==> config.mk <==
export PLATFORM = sky130hd
export DESIGN_NAME = tfu_mul
export DESIGN_NICKNAME = d
export VERILOG_FILES = /design/src/rtl/tfu_pkg.sv /design/src/rtl/tfu_mul.sv
export SDC_FILE = /design/constraint.sdc
export NUM_CORES = 2
export LEC_CHECK = 0
export ABC_CLOCK_PERIOD_IN_PS = 9000
export BUFFER_PORTS_ARGS = -buffer_cell sky130_fd_sc_hd__buf_4
export CORE_UTILIZATION = 60
export DETAILED_ROUTE_END_ITERATION = 8
export GPL_TIMING_DRIVEN = 0
export PLACE_DENSITY = 0.79
export SETUP_SLACK_MARGIN = 0.15
export SYNTH_ARGS = -nofsm -noshare
export SYNTH_HDL_FRONTEND = slang
export SYNTH_SLANG_ARGS = --single-unit
==> constraint.sdc <==
create_clock -name clk -period 9 [get_ports clk]
set_input_delay 1.8 -clock clk [delete_from_list [all_inputs] [get_ports clk]]
set_output_delay 1.8 -clock clk [all_outputs]
set_load 0.1 [all_outputs]
==> src/rtl/tfu_pkg.sv <==
`timescale 1ns / 1ps
// Shared types and fixed widths for the per-triangle tangent block.
package tfu_pkg;

  // One vertex: position and texture coordinate, signed fixed point
  typedef struct packed {
    logic signed [31:0] pos_x;
    logic signed [31:0] pos_y;
    logic signed [31:0] pos_z;
    logic signed [31:0] tex_u;
    logic signed [31:0] tex_v;
  } tfu_in_t;

  // One result: unit tangent in Q2.30 plus flags
  typedef struct packed {
    logic signed [31:0] tangent_x;
    logic signed [31:0] tangent_y;
    logic signed [31:0] tangent_z;
    logic               degenerate;
    logic               last_of_triangle;
  } tfu_out_t;

  localparam int OUT_FRAC = 30;          // fraction bits of the result
  localparam int DW  = 33;               // edge / uv delta width
  localparam int PW  = 2 * DW;           // product and tangent component width
  localparam int MW  = PW - 1;           // tangent magnitude width
  localparam int AW  = OUT_FRAC + 1;     // normalised magnitude width
  localparam int QW  = OUT_FRAC + 1;     // unit magnitude width (up to 2^30)
  localparam int SQW = 2 * AW;           // square of a normalised magnitude
  localparam int SW  = 64;               // sum of three squares
  localparam int RW  = SQW + 2 * OUT_FRAC; // root remainder width
  localparam int GW  = 128;              // root trial term width
  localparam int BW  = 5;                // root bit counter width

  localparam logic [1:0] COPIES = 2'd3;  // results per triangle

endpackage

==> src/rtl/tfu_mul.sv <==
`timescale 1ns / 1ps
// Shared signed 33x33 multiplier with registered product.
module tfu_mul (
  input  logic                          clk,
  input  logic signed [tfu_pkg::DW-1:0] a,
  input  logic signed [tfu_pkg::DW-1:0] b,
  output logic signed [tfu_pkg::PW-1:0] p
);

  logic signed [tfu_pkg::PW-1:0] p_r;

  always_ff @(posedge clk) begin
    p_r <= tfu_pkg::PW'(a) * tfu_pkg::PW'(b);
  end

  assign p = p_r;

endmodule

==> results.md <==
- Final WS setup: just under 0.2 ns
- Die W: 263 um
- Seq/Total Area, Yosys: approximately 3.2%
- Worst rel slew slack: 44.4%
- Die area: 68900 sq um
- Largest cells by area after synthesis: fa_1, inv_1, and2_1
- Cells after Synth: 4338
- Max_cap viols: 0
- CP Launch Type: primary input
- Final instance area: ~45000 sq um
- Drt via density: 5.84
- Final Hold Viols: 0
- Worst Setup Path Type: primary input to flip-flop
- Final WL: approximately 140 mm
- Clock-pin slew on the worst setup and hold paths: approximately 0.070 ns
- Antenna viol nets, final: 0
- Final setup fails: 0
- Post-synthesis register bit count: 66
- CTS Sinks: 66
- Nets@finish: 5943
- Yosys warnings: 0
- Avg WL per Cell: 25.1 um
- CTS Buf Count: 9
- Placed Area: 42800 sq um
- Initial antenna violation count: 11
- DRC viols: 0
- Area grow syn2layout: 9.69%
- Met3 WL: roughly 19 mm
- Gr usage total: 40.9%
- Top FF cell, synth: dfxtp_1
- Async set-reset flop share out of synthesis: 0%
- Standard-cell rows: 95
- Number of global-route vias before repair: 33.2k
- Worst-path fanout max: 10
- M1 WL: 46.2 mm
- Hold depth: 2
- CTS root buf: clkbuf_16
- Clock Path Buffers: 2
- Synth area leader: fa_1
- Drt first-iter violations: about 3.0k
- Outcome: finished clean
- Final critical-path required period: about 8.8 ns
- Die H: ~260 um
- Post-Syn Nets: 5767
- Pin count of the biggest net entering global routing: 27
- Post-synth cell types: 80
- Most frequent cells in the layout: inv_1, fa_1, and2_1
- Overflow after GRT: 0
- Post-Place Worst Slack: -1.74 ns
- Io pins: 133
- Share of layout cells above drive strength 1: between 10% and 20%
- Global-route wire length before repair: between 200 and 250 mm
- DR vias: 31.5k
- Max reg flops: 66
- Post-synth top area share: approximately 56%
- Fin crit share: 97.8%
- IO buf count: ~130
- Post-Syn Area per Cell: 9.39 sq um
- Post-synth EDFFs: 0
- Hold WC Path Type: primary input to flip-flop
- CTS tree: built
- Commonest non-fill, non-tap cell in the layout: inv_1
- Multi-input gate area in the final layout: 34900 sq um
- RSZ-0062 raised after global routing: yes
- Detailed placement HPWL: 116 mm
- CP required: 9.30 ns
- Hold Slack: 1.81 ns
- Placer Congestion: 1.14
- H-tree Lvls: 3
- Least-Margin Pin Slew: 0.835 ns
- Fmax: about 0.11 GHz
- Initial core utilization: 60.7%
- DR pass1 iterations: 6
- Crit path arrival time: 9.11 ns
- Routed wl met2: 59.0 mm
- Register Area: 1320 sq um
- Crit path capture type: flip-flop
- Top sig layer: met5
- Filler cells: 5295
- Core area: roughly 67000 sq um
- Synthesized area: 40700 sq um
- Slew Limit Fails: 0
layer usage:
layer  GRT usage, %  vias to the layer above
li1               -                    12700
met1           51.9                    16100
met2           60.4                     2124
met3           13.1                      554
met4           27.1                       10
met5          0.139                        -
Yosys cell counts (3+ instances only):
cell type and n:
fa_1 1145, inv_1 1131, and2_1 562, nand2_1 551, ha_1 217, clkbuf_1 208
nor2_1 68, dfxtp_1 66, a21oi_1 57, xnor2_1 43, a21o_1 36, nand3_1 25
o21ai_0 25, xor2_1 25, nand2b_1 12, buf_2 11, nand4_1 11, o21bai_1 11
a31oi_1 8, a211oi_1 7, nor3_1 7, a211o_1 6, o21a_1 6, o21ai_1 6
and3_1 5, and4_1 5, nor2b_1 5, o211ai_1 4, a211oi_2 3, a21oi_2 3
o31ai_4 3, or2_2 3, or3_1 3
critical path, stage by stage:
cell and delay, ns:
buf_4 0.15, clkbuf_2 0.34, nand2_1 0.14, fa_1 0.58, fa_1 0.56, inv_1 0.05, fa_1 0.49, fa_1 0.75
fa_1 0.57, fa_1 0.48, fa_1 0.49, inv_1 0.05, fa_1 0.47, inv_1 0.04, ha_1 0.40, nand2_1 0.16
nor4_2 0.32, a22oi_2 0.12, a2111oi_4 0.34, a211oi_4 0.09, buf_12 0.15, a21oi_4 0.21, nor4b_2 0.08, a311oi_1 0.25
area by class of cell:
| class | count | share of cell area (%) |
|---|---|---|
| Sequential cell | 66 | 2.96 |
| Clock buffer | 11 | 0.566 |
| Inverter | 1131 | 9.52 |
| Buffer | 221 | 3.29 |
| Clock inverter | 3 | 0.0896 |
| Timing Repair Buffer | 165 | 2.97 |
| Antenna cell | 6 | 0.0336 |
| Tap cell | 873 | 2.44 |
| Multi-Input combinational cell | 2920 | 78.1 |
metrics by stage:
step	utilization [%]	setup TNS (ns)	std cells
after CTS	65.4	0	5376
after detailed placement	63.8	-31.75	5343
after global placement	63.8	-30.31	5343
after global routing	66.5	0	5392
after floorplan	-	0	4338
final	66.5	0	5396
repair_timing:
item / 4_1_cts / 5_1_grt
gates cloned: 0 / 0
buffers inserted: 19 / 14
pin swaps: 22 / 52
gates resized for setup: 282 / 306
hold buffers: 0 / 0
setup endpoints to repair: 34 / 31
worst paths after layout:
path	start	end
worst max-delay path	a[12]	p[58]
worst min-delay path	a[0]	p[0]
logic make-up (layout without fill, tap and decap cells):
family                   after synthesis  in the layout  share of synthesized area (%)
adder cells (fa/ha/maj)             1362           1362                           62.9
buffers and inverters               1352           1531                           12.5
AND/OR/NAND/NOR                     1271           1271                           15.8
AO/OA/AOI/OAI                        219            219                           4.07
XOR/XNOR                              68             68                           1.46
flip-flops                            66             66                           3.24
other                                  0              6                              0
Power is left out: the tool's default activity adds up to more than one toggle a clock period on the data nets, which glitch-free logic cannot reach.
