**src/rtl/tfu_pkg.sv**
```systemverilog
`timescale 1ns / 1ps
// Shared types and fixed widths for the per-triangle tangent block.
package tfu_pkg;

  // One vertex: position and texture coordinate, signed fixed point
  typedef struct packed {
    logic signed [31:0] pos_x;
    logic signed [31:0] pos_y;
    logic signed [31:0] pos_z;
    logic signed [31:0] tex_u;
    logic signed [31:0] tex_v;
  } tfu_in_t;

  // One result: unit tangent in Q2.30 plus flags
  typedef struct packed {
    logic signed [31:0] tangent_x;
    logic signed [31:0] tangent_y;
    logic signed [31:0] tangent_z;
    logic               degenerate;
    logic               last_of_triangle;
  } tfu_out_t;

  localparam int OUT_FRAC = 30;          // fraction bits of the result
  localparam int DW  = 33;               // edge / uv delta width
  localparam int PW  = 2 * DW;           // product and tangent component width
  localparam int MW  = PW - 1;           // tangent magnitude width
  localparam int AW  = OUT_FRAC + 1;     // normalised magnitude width
  localparam int QW  = OUT_FRAC + 1;     // unit magnitude width (up to 2^30)
  localparam int SQW = 2 * AW;           // square of a normalised magnitude
  localparam int SW  = 64;               // sum of three squares
  localparam int RW  = SQW + 2 * OUT_FRAC; // root remainder width
  localparam int GW  = 128;              // root trial term width
  localparam int BW  = 5;                // root bit counter width

  localparam logic [1:0] COPIES = 2'd3;  // results per triangle

endpackage

```
**src/rtl/tfu_umag.sv**
```systemverilog
`timescale 1ns / 1ps
// Bit-serial unit magnitude: largest q with q^2 * s <= sq * 2^60, each bit in a trial phase then an update phase.
module tfu_umag (
  input  logic                         clk,
  input  logic                         rst_n,
  input  logic                         start,
  input  logic [tfu_pkg::SQW-1:0]      sq,
  input  logic [tfu_pkg::SW-1:0]       s,
  output logic                         done,
  output logic [tfu_pkg::QW-1:0]       q
);

  logic                        busy_r;
  logic                        phase_r;
  logic                        done_r;
  logic [tfu_pkg::BW-1:0]      bit_r;
  logic [tfu_pkg::RW-1:0]      rem_r;
  logic [tfu_pkg::GW-1:0]      g_r;
  logic [tfu_pkg::GW-1:0]      h_r;
  logic [tfu_pkg::GW-1:0]      trial_r;
  logic [tfu_pkg::QW-1:0]      q_r;

  logic [tfu_pkg::GW:0]        diff;
  logic                        fits;
  logic [tfu_pkg::GW-1:0]      g_new;

  // remainder minus trial; no borrow means the trial bit is kept
  assign diff  = {1'b0, (tfu_pkg::GW - tfu_pkg::RW)'(0), rem_r} - {1'b0, trial_r};
  assign fits  = ~diff[tfu_pkg::GW];
  assign g_new = fits ? (trial_r + h_r) : g_r;

  always_ff @(posedge clk) begin
    if (!rst_n) begin
      busy_r  <= 1'b0;
      phase_r <= 1'b0;
      done_r  <= 1'b0;
    end else begin
      done_r <= 1'b0;
      if (start) begin
        busy_r  <= 1'b1;
        phase_r <= 1'b0;
      end else if (busy_r) begin
        phase_r <= ~phase_r;
        if (phase_r && bit_r == '0) begin
          busy_r <= 1'b0;
          done_r <= 1'b1;
        end
      end
    end
  end

  // g = 2^(b+1) * q * s, h = 2^(2b) * s, rem = sq * 2^60 - q^2 * s
  always_ff @(posedge clk) begin
    if (start) begin
      rem_r <= {sq, (2 * tfu_pkg::OUT_FRAC)'(0)};
      g_r   <= '0;
      h_r   <= {(tfu_pkg::GW - tfu_pkg::SW - 2 * tfu_pkg::OUT_FRAC)'(0), s,
                (2 * tfu_pkg::OUT_FRAC)'(0)};
      q_r   <= '0;
      bit_r <= tfu_pkg::BW'(tfu_pkg::OUT_FRAC);
    end else if (busy_r) begin
      if (!phase_r) begin
        trial_r <= g_r + h_r;
      end else begin
        if (fits) begin
          rem_r <= diff[tfu_pkg::RW-1:0];
          q_r   <= q_r | (tfu_pkg::QW'(1) << bit_r);
        end
        g_r   <= g_new >> 1;
        h_r   <= h_r >> 2;
        bit_r <= bit_r - tfu_pkg::BW'(1);
      end
    end
  end

  assign done = done_r;
  assign q    = q_r;

endmodule

```
**config.mk**
```make
export PLATFORM = sky130hd
export DESIGN_NAME = tfu_umag
export DESIGN_NICKNAME = d
export VERILOG_FILES = /design/src/rtl/tfu_pkg.sv /design/src/rtl/tfu_umag.sv
export SDC_FILE = /design/constraint.sdc
export NUM_CORES = 2
export LEC_CHECK = 0
export ABC_CLOCK_PERIOD_IN_PS = 15800
export BUFFER_PORTS_ARGS = -buffer_cell sky130_fd_sc_hd__buf_4
export CAP_MARGIN = 20
export CORE_UTILIZATION = 45
export CTS_CLUSTER_DIAMETER = 200
export DETAILED_ROUTE_END_ITERATION = 16
export PLACE_DENSITY = 0.7
export REMOVE_ABC_BUFFERS = 1
export SLEW_MARGIN = 10
export SYNTH_ARGS = -nofsm -noshare
export SYNTH_HDL_FRONTEND = slang
export SYNTH_SLANG_ARGS = --single-unit
```
**constraint.sdc**
```tcl
create_clock -name clk -period 15.8 [get_ports clk]
set_input_delay 3.16 -clock clk [delete_from_list [all_inputs] [get_ports clk]]
set_output_delay 3.16 -clock clk [all_outputs]
set_load 0.05 [all_outputs]
```
==> results.json <==
{
  "synth.distinct_cells": 78,
  "die_h_um": 313,
  "period_needed_ns": 6.43,
  "p_leak_nw": 19.4,
  "fmax_mhz": 155,
  "start_kind": "primary input",
  "hold-worst-slack_ns": 0.459,
  "setup_tns_ns": 0,
  "cts_hold_buf": 0,
  "grt_use_total_pct": 29.9,
  "max-clock-path-buffers": 3,
  "synth_common_cells": "nand2_1 (906), a21oi_1 (648), o21ai_0 (509)",
  "hold_class": "reg2reg",
  "grt_pass1_wl_mm": 231,
  "final_cell_area_sq_mm": 0.0477,
  "status": "finished clean",
  "routedWlPerCell_um": 22.0,
  "tightest_slew_ns": 1.28,
  "die_area_sq_mm": 0.0980,
  "worst_path_max_delay_cell": "buf_4",
  "clock_latency_ns": 0.65,
  "critical_path.max_stage_delay_ns": 0.68,
  "cts_setup_buffers": 0,
  "slew_headroom_pct": 14.4,
  "drc_errors": 0,
  "die_x_um": 313,
  "synth_top_area_share_pct": 17.5,
  "start_util_pct": 45.6,
  "ys_seq_elements": 540,
  "dpl.cell_count": 6757,
  "crit_fanout": 155,
  "postRouteAntennaNets": 0,
  "r2r_setup_slack_ns": 9.47,
  "final_cells": 6881,
  "pin_count": 161,
  "cp_common_cell": "buf_4",
  "h-tree-depth": 3,
  "grt_setup_unrepaired": "false",
  "grt_max_degree": 156,
  "coreArea_sq_mm": 0.0954,
  "async_flop_share_pct": 0,
  "synth_edf_count": 254,
  "drive_above_1_share_pct": 6.39,
  "p_per_area_mw_per_mm2": 79.7,
  "ir_drop_mv": 0.0711,
  "criticalPathCategory": "in2reg",
  "cp.arrival_ns": 6.79,
  "clk_pin_slew_ns": 0.06,
  "io_buffers": 160,
  "syn_area_per_cell_sq_um": 7.76,
  "yosysTopAreaCell": "edfxtp_1",
  "viasPerCell": 6.20,
  "setup_slack_ns": 9.37,
  "dr.max_layer_used": "met5",
  "clock-sinks": 540,
  "layout-area-overhead-vs-synth_pct": 9.64,
  "cp.required_ns": 16.16,
  "drt_iter0_markers": 4284,
  "worstPathCellList": "buf_8 -> buf_4 -> buf_4 -> nor2_2 -> nand2b_4 -> buf_4 -> o21ai_0",
  "cts_root_buffer": "clkbuf_16",
  "setup-violations-final": 0,
  "nets": 6068,
  "cp_top_family": "buffers and inverters",
  "met3_length_mm": 12.7,
  "skew_ns": 0.0389,
  "finalWirelength_mm": 151,
  "finalCritPeriodShare_pct": 40.7,
  "gp_congestion": 1.06,
  "num_vias": 42600,
  "first_pass_iters": 6,
  "grt_pass1_vias": 39500,
  "cp.buffers_inverters": 4,
  "ys.flop_type": "dfxtp_1",
  "grt_antenna_before_repair": 3,
  "synth.most_common_cell": "nand2_1",
  "dp_hpwl_mm": 116,
  "cts_buffers": 68,
  "critPathCaptureType": "flop",
  "gr-total-overflow": 0,
  "antenna_cells": 0,
  "slew_violations": 0,
  "row_count": 113,
  "syn-instance-count": 5613,
  "met2_length_mm": 65.5,
  "syn_area_sq_mm": 0.0435,
  "placed_cell_area_sq_mm": 0.0455,
  "cts_resized": 0,
  "met1_length_mm": 66.6,
  "pre_cts_slack_ns": 8.68,
  "ys_seq_area_share_pct": 30.7,
  "ys_top_cells_by_area": "edfxtp_1 (18%), dfxtp_1 (13%), ha_1 (11%)",
  "hold_viol": 0,
  "yosys_warnings": 0,
  "cts_tree": "built",
  "drv_cap": 0,
  "fillerInstances": 9353
}
## worst register-to-register path, stage by stage, from the launching register on
cell and delay (ns):
edfxtp_1 0.42, ha_1 0.23, fa_1 0.41, nor2b_1 0.17, o2111ai_1 0.16, a31oi_1 0.37, a31oi_1 0.37, or3_1 0.46
nand2_1 0.21, a41o_1 0.46, a32o_2 0.41, a21boi_1 0.25, o31ai_4 0.26, buf_4 0.48, buf_4 0.72, nand2_1 0.11
buf_4 0.34, o21ai_0 0.28
## cell families after synthesis
kind of cell    after synthesis  synth area share, %
compound gates             1976                 28.0
simple gates               1781                 18.1
buf+inv                     580                 5.07
flops                       540                 30.7
fa+ha+maj                   377                 10.9
xor+xnor                    355                 7.14
mux                           4               0.0948
## state kept, by name (all words and copies together) (netlist names)
register and flops:
bit_r 5, busy_r 1, done 1, g_r 127, h_r 124, phase_r 1
q 31, rem_r 122, trial_r 128
## routing by layer
| metal | GRT usage, % | vias up |
|---|---|---|
| li1 | - | 20300 |
| met1 | 41.7 | 20100 |
| met2 | 46.2 | 1855 |
| met3 | 4.88 | 345 |
| met4 | 11.2 | 6 |
| met5 | 0 | - |
## path summary, 6_finish.rpt
kind / startpoint / end / depth (start not counted)
max reg2reg: trial_r[0] / rem_r[86] / 17
min reg2reg: g_r[0] / g_r[0] / 2
min: g_r[0] / g_r[0] / 2
max: start / rem_r[61] / 7
## power breakdown
group / leakage (nW) / internal [mW] / switching (mW) / total [mW]
clock: 1.12 / 0.947 / 0.667 / 1.61
sequential: 4.79 / 1.51 / 0.0409 / 1.56
combinational: 13.5 / 0.228 / 0.404 / 0.632
## layout make-up
class                           count  area (sq um)  area share (%)
Multi-Input combinational cell   4493         28000            58.7
Tap cell                         1265          1580            3.32
Inverter                          260           976            2.04
Sequential cell                   540         13400            28.0
Timing Repair Buffer              199          1510            3.17
Clock inverter                     30           285           0.598
Clock buffer                       94          1980            4.16
## through the flow
step                      util [%]  power [mW]
after floorplan                  -        2.00
after detailed placement      47.6        2.20
final                         50.0        3.80
after CTS                     50.0        3.81
after global placement        47.6        2.19
after global routing          50.0        3.92
## cell usage in the layout, fill, tap and decap left out, drive strengths merged, types with 20 or more instances in the layout
cell type	synthesis	layout
xnor2	223	223
or3	25	25
xor2	132	132
a31oi	59	59
nor4	26	26
o21a	56	56
edfxtp	254	254
ha	374	374
nand4	164	164
buf	22	199
clkinv	0	20
nand2b	36	36
o21ai	515	515
a21oi	649	649
a21o	208	208
o211ai	33	33
inv	260	264
a21boi	34	34
nor2b	32	32
clkbuf	298	94
nand2	906	906
o2bb2ai	31	31
nor3	89	89
nand3	64	64
a311oi	67	67
o31ai	37	37
o21bai	106	106
dfxtp	286	286
nor2	348	348
and3	22	22
a211oi	31	31
Note: power is estimated with default switching activity, not from simulation.
